===== src/design/chr_ram.sv =====
// ----------------------------------------------------------------------------
// chr_ram: generic single-port-write, single-port-read RAM.
// One write and one registered read per cycle.
// ----------------------------------------------------------------------------
module chr_ram #(
   parameter int WIDTH = 8,
   parameter int DEPTH = 16
) (
   input  logic                     clock,
   input  logic                     wr_en,
   input  logic [$clog2(DEPTH)-1:0] wr_addr,
   input  logic [WIDTH-1:0]         wr_data,
   input  logic [$clog2(DEPTH)-1:0] rd_addr,
   output logic [WIDTH-1:0]         rd_data
);

   logic [WIDTH-1:0] mem_ff [DEPTH];
   logic [WIDTH-1:0] rd_data_ff;

   // Write port and registered read port.
   always_ff @(posedge clock) begin
      if (wr_en) begin
         mem_ff[wr_addr] <= wr_data;
      end
      rd_data_ff <= mem_ff[rd_addr];
   end

   assign rd_data = rd_data_ff;

endmodule


===== config.mk =====
export PLATFORM = sky130hd
export DESIGN_NAME = chr_ram
export DESIGN_NICKNAME = d
export VERILOG_FILES = /design/src/design/chr_ram.sv
export SDC_FILE = /design/constraint.sdc
export NUM_CORES = 1
export LEC_CHECK = 0
export ABC_AREA = 1
export BUFFER_PORTS_ARGS = -buffer_cell sky130_fd_sc_hd__buf_2
export CORE_AREA = 2 2 117 147
export DETAILED_ROUTE_END_ITERATION = 16
export DIE_AREA = 0 0 119 149
export PLACE_DENSITY = 0.6
export SLEW_MARGIN = 20
export SYNTH_ARGS = -nofsm -noshare
export SYNTH_HDL_FRONTEND = slang
export SYNTH_SLANG_ARGS = --single-unit

===== constraint.sdc =====
create_clock -name clock -period 2.3 [get_ports clock]
set_input_delay 0 -clock clock [delete_from_list [all_inputs] [get_ports clock]]
set_output_delay 0 -clock clock [all_outputs]
set_load 0.02 [all_outputs]

# Word level (Yosys, flattened, before mapping)
# Memories as Yosys holds them, arrays and structs flattened. A register that Yosys moved wholly into a read port is not among the register bits.
# Index checks and enable logic that the tools add are counted.
dict set report word_totals {
  n_memories 1
  out_inout_bits 8
  ram_bits 128
  elab_cells 3
  regBits 0
}
# memory words word_bits read_ports rd_clocked_by_memory_dff write_ports line_no
set memory_table {}
lappend memory_table {mem_ff 16 8 1 1 1 17} ;# logic [WIDTH-1:0] mem_ff [DEPTH];
dict set report op_classes {
  n_mux 2
}
# operator count
set ops {}
lappend ops {{$mux W1} 2}

# Logic depth before layout (Yosys ltp)
dict set report depth {
  ltp_word 2
  ltp_mapped 8
  depth_no_buf 7
}

# Worst setup path after synthesis
# Ideal clock, no wire load.
dict set report synth_timing {
  path_type {input to register}
  from {in wr_addr[2]}
  to {mem mem_ff[10][0] (enable)}
  path_slack_ns 1.349
  setup_time_ns 0.370
  stages 2
  n_path_buf 0
  t_required_ns 1.930
  arrival_time_ns 0.581
  cell_sequence {nand3b_1 nor2_1}
}
# element line_no
set synth_lines {}
lappend synth_lines {{start: declaration} 11} ;# input logic [$clog2(DEPTH)-1:0] wr_addr,
lappend synth_lines {{end: declaration} 17}
# Straight into the memory's write port.

==> results.txt <==
Outcome = finished clean
Sequential share of power = 44.1%
DRT iter0 DRCs = 260
Post-route ant nets = 0
Main synth FF type = edfxtp_1
Max Fclk = 889.3 MHz
Slew Viols, Final = 0
CTS tree = built
Final setup vio count = 0
PwrDens = 939.6 nW/um^2
Critical path peak fanout = 1
Clock tree buffer depth = 2
Setup Total Neg Slack = 0 ns
Register area share after synthesis = 69.43%
Period minus WS final = 1.124 ns
Num CTS Buffers = 17
Synthesis-to-finish area growth = 16.84%
Die area = 17730 um^2
Clock transition at path regs = 0.06 ns
Post-CTS Setup Bufs = 0
Final Cycle Share = 48.89%
Port-buffer cells = 25
CP startpoint kind = flop
DR vias = 3861
Post-synth top area share = 66.65%
CP Launch Point = mem_ff[5][5]
Post-DP HPWL = 8218 um
FF-to-FF path depth = 6
Proportion of power drawn by the clock network = 50.4%
Residual DRC count = 0
Synth async-reset ratio = 0%
Die height = 149 um
Synth Cell Area = 5767 um^2
Cell Rows = 53
Leak pwr = 2.866 nW
Largest net degree at the start of global routing = 65
Critical path class = flop to flop
Synth cell types = 12
Net Count, Synth = 569
Clock Latency Late Sink = 0.42 ns
Nets = 594
Switching power = 1.320 mW
Share of layout cells above drive strength 1 = 10.53%
Via density = 4.773
Ports = 26
Drt pass-1 iters = 4
Diode count = 0
GRT Total Usage = 16.02%
Core Area = 16510 um^2
Routed wire length = 13230 um
CTS root buf = clkbuf_16
CP Data Arrival Time = 1.43 ns
Worst endpoint required time = 2.61 ns
Switching Share = 20.85%
Initial antenna violation count = 0
Flops & latches, synth = 136
Area leader, netlist = edfxtp_1
Count of final hold-check violations = 0
Most frequent cell after synthesis = nand2_1
Global-route wire length before repair = 20860 um
Final Wtd Congestion = 0.8584
Relative slew margins = 46.89%
Crit path capture type = flop
Htree depth = 4
Synth area leaders = edfxtp_1 (67%), nand2_1 (11%), nand3_1 (8.4%)
Slew @ Worst Pin = 0.7938 ns
Post-synth top cells = nand2_1 (173), edfxtp_1 (128), inv_1 (100), nand3_1 (97), nor2_1 (17)
CTS resizes = 0
Maxcap violations = 0
Initial Util = 34.92%
Worst-case clock skew = 0.007388 ns
RSZ-0062 raised after global routing = no
GRT overflow = 0
Max VDD drop = 524.9 uV
Final setup margin = 1.176 ns
Hold Crit Class = primary input to flop
Wirelength per Cell = 16.35 um
Vias in the first global route = 3915
Synthesized netlist cell count = 551
Cell count of the worst hold path = 1
Average size of a mapped cell = 10.47 um^2
Chip width = 119 um
Pre-CTS WS = 0.8343 ns
Clk sinks = 136
Worst reg2reg path startpoint = mem_ff[5][5]
CTS Hold Bufs = 1
Comb pwr share = 5.5%
Worst Hold Launch = wr_data[7]
Int Pwr = 5.011 mW
Yosys warning total = 0
Post-layout util = 40.80%
EDFF count, synth = 128
[layer usage]
metal | up-vias | global-route usage [%] | part of all wire (%)
met5 | - | 0 | 0
met3 | 30 | 3.249 | 4.1
met2 | 151 | 28.13 | 52
li1 | 1819 | - | -
met4 | 0 | 9.464 | 4.4
met1 | 1861 | 18.00 | 39
[power by group through the flow]
stage	clock [mW]	combinational, mW	sequential, mW
after detailed placement	0	0.345	2.84
after global placement	0	0.343	2.84
final	3.19	0.345	2.79
after CTS	3.21	0.350	2.79
after floorplan	0	0.195	2.86
after global routing	3.33	0.385	2.80
[critical path, stage by stage (launching register included)]
cell	delay [ns]
edfxtp_1	0.37
inv_1	0.06
nand2_1	0.04
nand3_1	0.12
nand3_1	0.14
nand3_1	0.19
nand2_1	0.08
[placed cells by master (no fill, tap or decap)]
cell           count
clkinv_1           1
dlygate4sd3_1      1
nand3_1           97
inv_2              2
buf_4              4
edfxtp_1         128
clkinv_4           1
nand2_1          173
clkbuf_16         17
buf_2             25
nand3b_1           2
clkinvlp_4         3
nor2_1            17
inv_1            100
bufinv_16          7
dfxtp_1            8
inv_6              3
[registers in the layout, indices dropped and copies added (netlist names)]
signal / flops
rd_data: 8
mem_ff: 128
[worst paths after layout]
path | slack, ns | end
worst max-delay path | 1.18 | rd_data[5]
worst min-delay path | 0.01 | mem_ff[1][7]
worst max register to register | 1.18 | rd_data[5]
worst min register to register | 0.68 | rd_data[6]
[layout make-up]
cell class                      instances  area, um^2
Timing Repair Buffer                   30       165.2
Multi-Input combinational cell        289        1214
Clock inverter                         15       271.5
Clock buffer                           17       425.4
Fill cell                            1562        9774
Sequential cell                       136        4004
Tap cell                              220       275.3
Inverter                              102       382.9
[stage by stage]
stage	cell area [um^2]	hold WS [ns]	power, mW	std cells
global route	6738	0.01044	6.512	809
global placement	6031	0.3581	3.186	776
floorplan	5767	0.09887	3.051	551
detailed placement	6031	0.3610	3.189	776
finish	6738	0.01220	6.331	809
CTS	6738	0.01119	6.351	809
[kinds of logic (layout without fill, tap and decap cells)]
logic type / after synthesis / after routing / synth area share [%]
buf+inv: 126 / 164 / 9.525
flops: 136 / 136 / 69.43
simple gates: 289 / 289 / 21.05
No activity file was read; power rests on OpenSTA's default activity.
