[src/design/chr_pkg.sv]
// ----------------------------------------------------------------------------
// chr_pkg: shared constants for the consistent-hash ring router.
// Holds ring geometry, operation and status codes, and the mix constants.
// ----------------------------------------------------------------------------
package chr_pkg;

   localparam int MAX_SERVERS = 64;
   localparam int REPLICAS    = 3;
   localparam int RING_CAP    = MAX_SERVERS * REPLICAS;
   localparam int IDX_W       = $clog2(RING_CAP);
   localparam int CNT_W       = $clog2(RING_CAP + 1);
   localparam int REP_W       = (REPLICAS > 1) ? $clog2(REPLICAS) : 1;
   localparam int ID_W        = 17;
   localparam int HASH_W      = 32;
   localparam int ENTRY_W     = HASH_W + ID_W;

   localparam logic [31:0] MIX_MUL      = 32'h045d9f3b;
   localparam logic [31:0] DJB_SEED     = 32'd5381;
   localparam logic [31:0] REPLICA_STEP = 32'd100000;

   localparam logic [1:0] MODE_ADD    = 2'd0;
   localparam logic [1:0] MODE_REMOVE = 2'd1;
   localparam logic [1:0] MODE_KEY    = 2'd2;

   localparam logic [1:0] ST_OK     = 2'd0;
   localparam logic [1:0] ST_EMPTY  = 2'd1;
   localparam logic [1:0] ST_FULL   = 2'd2;
   localparam logic [1:0] ST_ABSENT = 2'd3;

endpackage

[src/design/chr_mix.sv]
// ----------------------------------------------------------------------------
// chr_mix: multi-cycle integer mix hash.
// Two multiply rounds, one multiplier use per cycle.
// ----------------------------------------------------------------------------
module chr_mix (
   input  logic        clock,
   input  logic        reset,
   input  logic        start,
   input  logic [31:0] din,
   output logic        done,
   output logic [31:0] dout
);

   logic [31:0] x_ff, x_in;
   logic [1:0]  step_ff, step_in;
   logic        done_ff, done_in;
   logic [31:0] fold;

   assign fold = (x_ff >> 16) ^ x_ff;

   // One fold and multiply per cycle; the last step only folds.
   always_comb begin
      x_in    = x_ff;
      step_in = step_ff;
      done_in = 1'b0;
      if (start) begin
         x_in    = din;
         step_in = 2'd1;
      end else if (step_ff != 2'd0) begin
         if (step_ff == 2'd3) begin
            x_in    = fold;
            step_in = 2'd0;
            done_in = 1'b1;
         end else begin
            x_in    = fold * chr_pkg::MIX_MUL;
            step_in = step_ff + 2'd1;
         end
      end
   end

   always_ff @(posedge clock) begin
      if (reset) begin
         step_ff <= 2'd0;
         done_ff <= 1'b0;
      end else begin
         step_ff <= step_in;
         done_ff <= done_in;
      end
      x_ff <= x_in;
   end

   assign done = done_ff;
   assign dout = x_ff;

endmodule

[config.mk]
export PLATFORM = sky130hd
export DESIGN_NAME = chr_mix
export DESIGN_NICKNAME = d
export VERILOG_FILES = /design/src/design/chr_pkg.sv /design/src/design/chr_mix.sv
export SDC_FILE = /design/constraint.sdc
export NUM_CORES = 1
export LEC_CHECK = 0
export ABC_AREA = 1
export BUFFER_PORTS_ARGS = -buffer_cell sky130_fd_sc_hd__buf_2
export CORE_MARGIN = 2
export CORE_UTILIZATION = 35
export DETAILED_ROUTE_END_ITERATION = 12
export PLACE_DENSITY = 0.59
export SYNTH_ARGS = -nofsm -noshare
export SYNTH_HDL_FRONTEND = slang
export SYNTH_SLANG_ARGS = --single-unit
[constraint.sdc]
create_clock -name clock -period 6.7 [get_ports clock]
set_input_delay 1.005 -clock clock [delete_from_list [all_inputs] [get_ports clock]]
set_output_delay 1.005 -clock clock [all_outputs]
set_load 0.05 [all_outputs]
# --- Yosys cells after proc, flatten, opt, wreduce, memory -nomap -nowiden ---
# Cells that the tools add are included.
totals:
  in_bits: 35
  word_cells: 20
  ff_bits: 35
op_classes:
  n_mul: 1
  bitwise: 2
  muxes: 7
  addsub: 1
  eq_ne: 1
  reduce_logical: 4
ops:
  columns: ["operator", "n"]
  rows:
  - ["$mux W32", 3]
  - ["$mul A32 B27 Y32 const B", 1]
  - ["$xor A16 B32 Y32", 1]
  - ["$reduce_bool A2 Y1", 2]
  - ["$mux W1", 3]
  - ["$reduce_or A3 Y1", 1]
  - ["$add A2 B1 Y2 const B", 1]
  - ["$eq A2 B2 Y1 const B", 1]
  - ["$mux W2", 1]
  - ["$reduce_or A2 Y1", 1]
  - ["$not A1 Y1", 1]

# --- Longest topological paths before layout ---
# Gate-level depths: netlist of run 1.
depth:
  ltp_word: 5
  depth_mapped: 31
  ltp_nobuf: 31

# --- Worst setup path before layout of run 1 ---
# Ideal clock, no wire load.
synth_timing:
  path_type: "reg-to-reg"
  from: "register x_ff[27], in the netlist dout[27]"
  to: "register x_ff[27], in the netlist dout[27] (data pin)"
  synth_period_minus_slack_ns: 6.360
  arrival_ns: 6.104
  setup_ns: 0.256
  stages_incl_launch_ff: 26
  setup_slack_ns: 0.340
  n_path_buf: 0
  path_cell_list: "edfxtp_1 -> xor2_1 -> inv_1 -> fa_1 -> inv_1 -> ha_1 -> xor2_1 -> ha_1 -> inv_1 -> fa_1 -> inv_1 -> fa_1 -> fa_1 -> inv_1 -> fa_1 -> inv_1 -> ha_1 -> nand2_1 -> nor2_1 -> inv_1 -> nor3_1 -> nand3_1 -> o211ai_1 -> a21oi_1 -> o21ai_1 -> nand2_1"
synth_between:
  elab_chain_len: 5
synth_rtl:
  columns: ["element", "line_no", "rtl"]
  rows:
  - ["start, declared", "chr_mix.sv:14", "logic [31:0] x_ff, x_in;"]
  - ["start signal, assigned", "chr_mix.sv:49", "x_ff <= x_in;"]
  - ["$xor A16 B32 Y32 (*)", "chr_mix.sv:19", "assign fold = (x_ff >> 16) ^ x_ff;"]
  - ["$mul A32 B27 Y32", "chr_mix.sv:35", "x_in = fold * chr_pkg::MIX_MUL;"]
  - ["$mux W32 (*)", "chr_mix.sv:30", "if (step_ff == 2'd3) begin"]
  - ["$mux W32 (*)", "chr_mix.sv:29", "end else if (step_ff != 2'd0) begin"]
  - ["$mux W32 (*)", "chr_mix.sv:26", "if (start) begin"]
  - ["via x_in[27]", "chr_mix.sv:14", null]
# Mark *: on every way through the listed nets, which the timed path passes. The rest lies on a longest branch. The select of a mux whose other input is x is not followed.
# A chain may end at the register's enable or synchronous reset.

# --- Worst setup path after layout of run 1 ---
layout_timing:
  from: "register x_ff[20], in the netlist dout[20]"
  to: "register x_ff[28], in the netlist dout[28] (data pin)"
layout_between:
  elab_chain_len: 5
layout_rtl:
  columns: ["element", "line_no"]
  rows:
  - ["$xor A16 B32 Y32", "chr_mix.sv:19"]
  - ["$mul A32 B27 Y32", "chr_mix.sv:35"]
  - ["$mux W32", "chr_mix.sv:30"]
  - ["$mux W32", "chr_mix.sv:29"]
  - ["$mux W32", "chr_mix.sv:26"]
  - ["via x_in[28]", "chr_mix.sv:14"]
# The timed path passes the listed nets, and every way through them passes these cells. The select of a mux whose other input is x is not followed.

==> run_results.csv, run 1 <==
group,metric,value,unit
run_status,status,"complete, no violations",
timing,fin_skew,0.005796,ns
critical_path,r2r_setup_slack,0.23,ns
logic_synthesis,yosysSeqAreaShare,8.900,%
clock_tree,cts-htree-levels,2,
critical_path,timing.rr.start,"dout[20]",
critical_path,worstPathArrival,6.51,ns
logic_synthesis,synthCells,1383,
route,totalWireLength,37290,um
timing,worstMarginPinSlew,0.8949,ns
finish,seqCellArea,0.001021,sq mm
route,wl_met2,17670,um
finish,fin_nets,1916,
timing,setup-tns-final,0,ns
clock_tree,path_clk_slew,0.07,ns
floorplanning,die_x,185.0,um
global_routing,grt_pass1_wl,58260,um
flow_run,cap_violations,0,
clock_tree,cts_sinks,35,
timing,max_slew_margin,40.28,%
route,wl_met3,1999,um
floorplanning,ioPinCount,68,
floorplanning,die-area,0.03424,sq mm
logic_synthesis,ys_ff_latch,35,
route,dr.pass1.iters,5,
route,drcViolationCount,0,
global_routing,overflow,0,
floorplanning,start_util,35.44,%
timing,fin_crit_sh,96.55,%
critical_path,cp-endpoint,"dout[28]",
route,ant_nets,0,
timing,period_minus_slack,6.469,ns
placed_design,gp_congestion,0.9976,
route,vias,9229,
finish,n_antenna_cell,0,
critical_path,start_kind,"register",
clock_tree,clockBufferDepth,2,
placed_design,dp_hpwl,33620,um
clock_tree,numCtsBuffers,5,
floorplanning,rows,66,
critical_path,cp_max_fo,6,
timing,hold_viol,0,
finish,fill_cells,3364,
critical_path,reg2regPathDepth,23,
placed_design,place_ws,-0.06739,ns
timing,rsz0062_at_grt,"yes",
floorplanning,fp.dieH,185.0,um
clock_tree,cts_root_buffer,"clkbuf_16",
clock_tree,insertion_delay,0.29,ns
finish,multi_input_area,0.008727,sq mm
placed_design,portBuffers,67,
finish,area_growth,14.05,%
global_routing,grtUsageTotal,23.15,%
global_routing,antenna_found_initial,0,
route,wl_per_cell,19.08,um
finish,final_cells,1954,
route,dr.max_layer_used,"met4",
critical_path,cp.required,6.74,ns
finish,final_cell_mix,"471 x inv_1, 215 x nand2_1, 201 x fa_1",
clock_tree,tritoncts,"done",
route,drt_first_iter_violations,495,
logic_synthesis,ys_types,38,
timing,slew_viol_final,0,
logic_synthesis,synth.avg_cell_area,8.295,sq um
critical_path,setup.worst_path.start,"dout[20]",
route,viasPerCell,4.723,
critical_path,crit_path_end_kind,"register",
min_path,hp-class,"register to register",
route,drt-met1-wl,15950,um
finish,final_common_cell,"inv_1",
timing,fin_ws,0.2314,ns
min_path,hold_depth,2,
logic_synthesis,synth_area,0.01147,sq mm
critical_path,path_class,"register to register",
logic_synthesis,syn_nets,1788,
timing,fmax,0.1546,GHz
finish,drive_gt1_share,12.10,%
floorplanning,core,0.03237,sq mm
global_routing,grt_pass1_vias,10034,
logic_synthesis,synth_warnings,0,
global_routing,grt_max_degree,38,
critical_path,r2r_end,"dout[28]",
placed_design,dp.cells,1943,
timing,finalSetupViolations,0,
==> synthesized netlist by cell type <==
library cell | number | area (sq um)
inv_1 | 472 | 1772
nand2_1 | 218 | 818.3
fa_1 | 202 | 4044
ha_1 | 168 | 2102
nor2_1 | 43 | 161.4
a21oi_1 | 41 | 205.2
xor2_1 | 38 | 332.8
edfxtp_1 | 32 | 960.9
nand3_1 | 30 | 150.1
o21ai_1 | 19 | 95.09
o21ai_0 | 17 | 85.08
xnor2_1 | 13 | 113.9
inv_2 | 11 | 41.29
o21bai_1 | 10 | 75.07
nor3_1 | 7 | 35.03
o221ai_1 | 7 | 61.31
clkbuf_1 | 6 | 22.52
o211ai_1 | 6 | 45.04
a21o_1 | 5 | 37.54
nand4_1 | 5 | 31.28
a211oi_1 | 3 | 22.52
a22oi_1 | 3 | 22.52
dfxtp_1 | 3 | 60.06
nand2_2 | 3 | 18.77
nand3b_1 | 3 | 22.52
or2_1 | 3 | 18.77
or2_2 | 3 | 18.77
a31o_2 | 2 | 17.52
a2111oi_0 | 1 | 8.760
a21boi_1 | 1 | 7.510
a31o_1 | 1 | 8.760
a31oi_1 | 1 | 6.260
buf_1 | 1 | 3.750
buf_4 | 1 | 7.510
nand3_2 | 1 | 10.01
nor4_1 | 1 | 6.260
o22ai_1 | 1 | 6.260
xor2_2 | 1 | 16.27
==> area by class of cell <==
class | count | area share [%]
multi-input cells | 857 | 66.70
inverters | 483 | 13.86
flip-flops and latches | 35 | 7.803
repair buffers | 129 | 6.120
well taps | 442 | 4.227
clock buffers | 5 | 0.9563
clock inverters | 3 | 0.3347
==> sequential cells by signal, summed over array words and instances (netlist names) <==
register and count:
dout 32, done 1, step_ff 2
==> critical path: stages, from the launching register on <==
cell,delay [ns]
edfxtp_1,0.45
or2_1,0.24
nand2_1,0.12
inv_1,0.13
ha_1,0.35
ha_1,0.23
a21oi_2,0.18
inv_1,0.07
ha_1,0.27
fa_1,0.48
fa_1,0.61
fa_1,0.44
fa_1,0.49
inv_1,0.05
fa_1,0.54
inv_1,0.08
ha_2,0.39
nand2_1,0.14
nor4_4,0.36
o21ai_0,0.20
nand3_1,0.15
a21oi_1,0.07
o21ai_0,0.11
nand2_1,0.07
==> metrics by stage <==
| step | instance area (sq um) | hold WS (ns) | utilization (%) |
|---|---|---|---|
| global route | 13080 | 0.5399 | 40.42 |
| floorplan | 11470 | 0.4698 | - |
| CTS | 12940 | 0.5133 | 39.99 |
| detailed placement | 12770 | 0.5036 | 39.45 |
| global placement | 12770 | 0.4873 | 39.45 |
| finish | 13080 | 0.5060 | 40.42 |
==> routing by layer <==
| layer | up-vias | track usage, % |
|---|---|---|
| met3 | 69 | 2.123 |
| met1 | 4516 | 30.96 |
| met2 | 300 | 39.10 |
| met5 | - | 0 |
| met4 | 0 | 8.444 |
| li1 | 4344 | - |
==> worst min-delay path by stage <==
| stage | startpoint | endpoint | slack (ns) |
|---|---|---|---|
| after floorplan | step_ff[1] | step_ff[1] | 0.47 |
| after global placement | step_ff[1] | step_ff[1] | 0.49 |
| after detailed placement | step_ff[1] | step_ff[1] | 0.50 |
| after CTS | step_ff[1] | step_ff[1] | 0.51 |
| after global routing | step_ff[1] | step_ff[1] | 0.54 |
| final | step_ff[1] | step_ff[1] | 0.51 |
==> logic make-up (layout without fill, tap and decap cells) <==
kind of cell    Yosys count  count (layout)  share of synthesized area (%)
flops                    35              35                          8.900
fa+ha+maj               370             370                          53.57
xor+xnor                 52              52                          4.035
buf+inv                 491             620                          16.10
compound gates          118             118                          6.140
simple gates            317             317                          11.26
==> repair_timing <==
action | CTS | global route
hold endpoints to repair | 0 | 0
setup buffers | 0 | 3
hold buffers | 0 | 0
pin swaps | 0 | 2
setup endpoints to repair | 1 | 11
resized for setup | 2 | 27
Power of run 1 is left out: the tool's default activity adds up to more than one toggle a clock period on the data nets, which glitch-free logic cannot reach.
==> run 2: changes to the inputs <==
--- a/config.mk
+++ b/config.mk
@@ -7,10 +7,12 @@
 export LEC_CHECK = 0
 export ABC_AREA = 1
 export BUFFER_PORTS_ARGS = -buffer_cell sky130_fd_sc_hd__buf_2
+export CELL_PAD_IN_SITES_DETAIL_PLACEMENT = 0
+export CELL_PAD_IN_SITES_GLOBAL_PLACEMENT = 1
 export CORE_MARGIN = 2
 export CORE_UTILIZATION = 35
 export DETAILED_ROUTE_END_ITERATION = 12
-export PLACE_DENSITY = 0.59
+export PLACE_DENSITY = 0.74
 export SYNTH_ARGS = -nofsm -noshare
 export SYNTH_HDL_FRONTEND = slang
 export SYNTH_SLANG_ARGS = --single-unit
==> constraint.sdc (replaced) <==
create_clock -name clock -period 5.3 [get_ports clock]
set_input_delay 0.795 -clock clock [delete_from_list [all_inputs] [get_ports clock]]
set_output_delay 0.795 -clock clock [all_outputs]
set_load 0.05 [all_outputs]
==> run 2 against run 1 <==
  * The flow now finishes with violations (negative setup slack)
  * Register-to-register slack got worse by 1.0 ns
  * Flip-flop and latch count is the same
  * Via count grew 11%
  * Setup slack worse by 1.0 ns
  * Worst hold slack better by 0.0043 ns
  * Wire length rose by 11%
  * Clock-buffer cell count unchanged
  * Clock skew is 0.0063 ns higher
  * Critical path type unchanged
  * Critical endpoint is now dout[27]
==> run_results.csv, run 2 (synthesized netlist as in run 1, its figures left out) <==
group,metric,value,unit
critical_path,crit_path_end_kind,"register",
placed_design,gp_congestion,0.9713,
timing,period_minus_slack,6.091,ns
critical_path,path_class,"register to register",
finish,area_growth,48.87,%
critical_path,worstPathArrival,6.14,ns
finish,fin_nets,2191,
finish,multi_input_area,0.01036,sq mm
finish,seqCellArea,0.001021,sq mm
min_path,hp-start,"step_ff[0]",
floorplanning,core,0.03237,sq mm
route,drt-met1-wl,17380,um
critical_path,cpMaxStageDelayCell,"fa_2",
route,ant_nets,0,
finish,n_antenna_cell,0,
finish,final_common_cell,"inv_1",
global_routing,grtUsageTotal,25.00,%
route,drcViolationCount,0,
global_routing,grt_max_degree,38,
timing,fmax,0.1642,GHz
route,dr.max_layer_used,"met4",
timing,fin_ws,-0.7910,ns
timing,hold_viol,0,
clock_tree,numCtsBuffers,5,
global_routing,antenna_found_initial,0,
floorplanning,die-area,0.03424,sq mm
global_routing,grt_pass1_vias,10916,
floorplanning,start_util,35.44,%
finish,drive_gt1_share,40.74,%
route,wl_met3,2019,um
critical_path,cp_max_fo,6,
timing,rsz0062_at_grt,"yes",
timing,fin_crit_sh,114.9,%
placed_design,dp_hpwl,36000,um
clock_tree,clockBufferDepth,2,
min_path,hold_path_end,"step_ff[0]",
route,viasPerCell,4.580,
finish,final_cell_mix,"403 x inv_1, 284 x buf_4, 178 x fa_1",
clock_tree,cts_root_buffer,"clkbuf_16",
clock_tree,cts-htree-levels,2,
floorplanning,die_x,185.0,um
timing,max_slew_margin,34.32,%
placed_design,portBuffers,67,
clock_tree,insertion_delay,0.30,ns
critical_path,r2r_end,"dout[27]",
timing,fin_skew,0.01205,ns
flow_run,cap_violations,0,
global_routing,grt_pass1_wl,62230,um
route,vias,10209,
placed_design,place_ws,-1.125,ns
critical_path,start_kind,"register",
critical_path,crit_family,"adder cells",
critical_path,path_common_cell,"fa_1",
route,drt_first_iter_violations,503,
critical_path,reg2regPathDepth,25,
critical_path,r2r_setup_slack,-0.79,ns
route,totalWireLength,41350,um
finish,largest_reg_flops,32,
clock_tree,path_clk_slew,0.07,ns
critical_path,cp.required,5.35,ns
clock_tree,tritoncts,"done",
floorplanning,ioPinCount,68,
critical_path,path_buf_inv,7,
critical_path,setup.worst_path.start,"dout[24]",
global_routing,overflow,0,
clock_tree,holdBufCountCts,0,
finish,fill_cells,3030,
min_path,hold_depth,2,
critical_path,timing.rr.start,"dout[24]",
route,wl_per_cell,18.55,um
run_status,status,"finished with violations",
timing,worstMarginPinSlew,0.9842,ns
timing,finalSetupViolations,22,
critical_path,max_stage_delay,0.62,ns
route,dr.pass1.iters,5,
timing,slew_viol_final,0,
floorplanning,fp.dieH,185.0,um
floorplanning,rows,66,
run_status,failed_checks,"negative setup slack",
min_path,hp-class,"register to register",
route,wl_met2,20180,um
clock_tree,cts_sinks,35,
==> run 2: cell type report <==
cell class              count  share of cell area (%)
multi-input cells         857                   60.68
clock inverters             3                  0.1392
well taps                 442                   3.238
flip-flops and latches     35                   5.978
clock buffers               5                  0.7326
inverters                 483                   10.70
repair buffers            404                   18.53
==> run 2: stage by stage <==
stage | hold WS [ns] | setup TNS (ns) | utilization [%] | instances | instance area [sq um]
global route | 0.5371 | -17.11 | 52.76 | 2229 | 17080
CTS | 0.5118 | -11.51 | 50.97 | 2203 | 16500
detailed placement | 0.5015 | -14.92 | 46.80 | 2152 | 15150
finish | 0.5103 | -13.25 | 52.76 | 2229 | 17080
floorplan | 0.4698 | -7.115 | - | 1383 | 12220
global placement | 0.4845 | -15.11 | 46.80 | 2152 | 15150
==> run 2: worst max path at each step <==
| stage | to | cells after the start |
|---|---|---|
| 2_1_floorplan | dout[27] | 23 |
| 3_3_place_gp | dout[26] | 22 |
| 3_5_place_dp | dout[26] | 22 |
| 4_1_cts | dout[24] | 27 |
| 5_1_grt | dout[27] | 25 |
| 6_report | dout[27] | 25 |
==> run 2: worst reg2reg max path: stages (launching register included) <==
cell,delay (ns)
edfxtp_1,0.52
xor2_4,0.22
buf_12,0.16
buf_6,0.11
fa_2,0.62
ha_4,0.22
xor2_1,0.16
ha_1,0.31
inv_2,0.07
fa_1,0.43
fa_1,0.51
inv_1,0.06
fa_1,0.48
inv_1,0.05
fa_1,0.49
inv_2,0.05
ha_4,0.31
nand2_4,0.07
nor2_4,0.12
inv_2,0.06
nor3_4,0.17
nand3_1,0.09
o211ai_1,0.29
a21oi_1,0.10
o21ai_1,0.12
nand2_1,0.06
==> run 2: routing by layer <==
layer	up-vias	global-route usage [%]
li1	4886	-
met2	260	42.52
met1	4986	32.34
met5	-	0
met3	77	3.441
met4	0	9.460
==> run 2: repair_timing <==
action / CTS / global route
endpoints found under the setup margin: 23 / 23
pin swaps: 125 / 74
gates resized for setup: 204 / 88
gates cloned: 0 / 0
buffers inserted: 47 / 28
Power of run 2 is left out for the same reason.
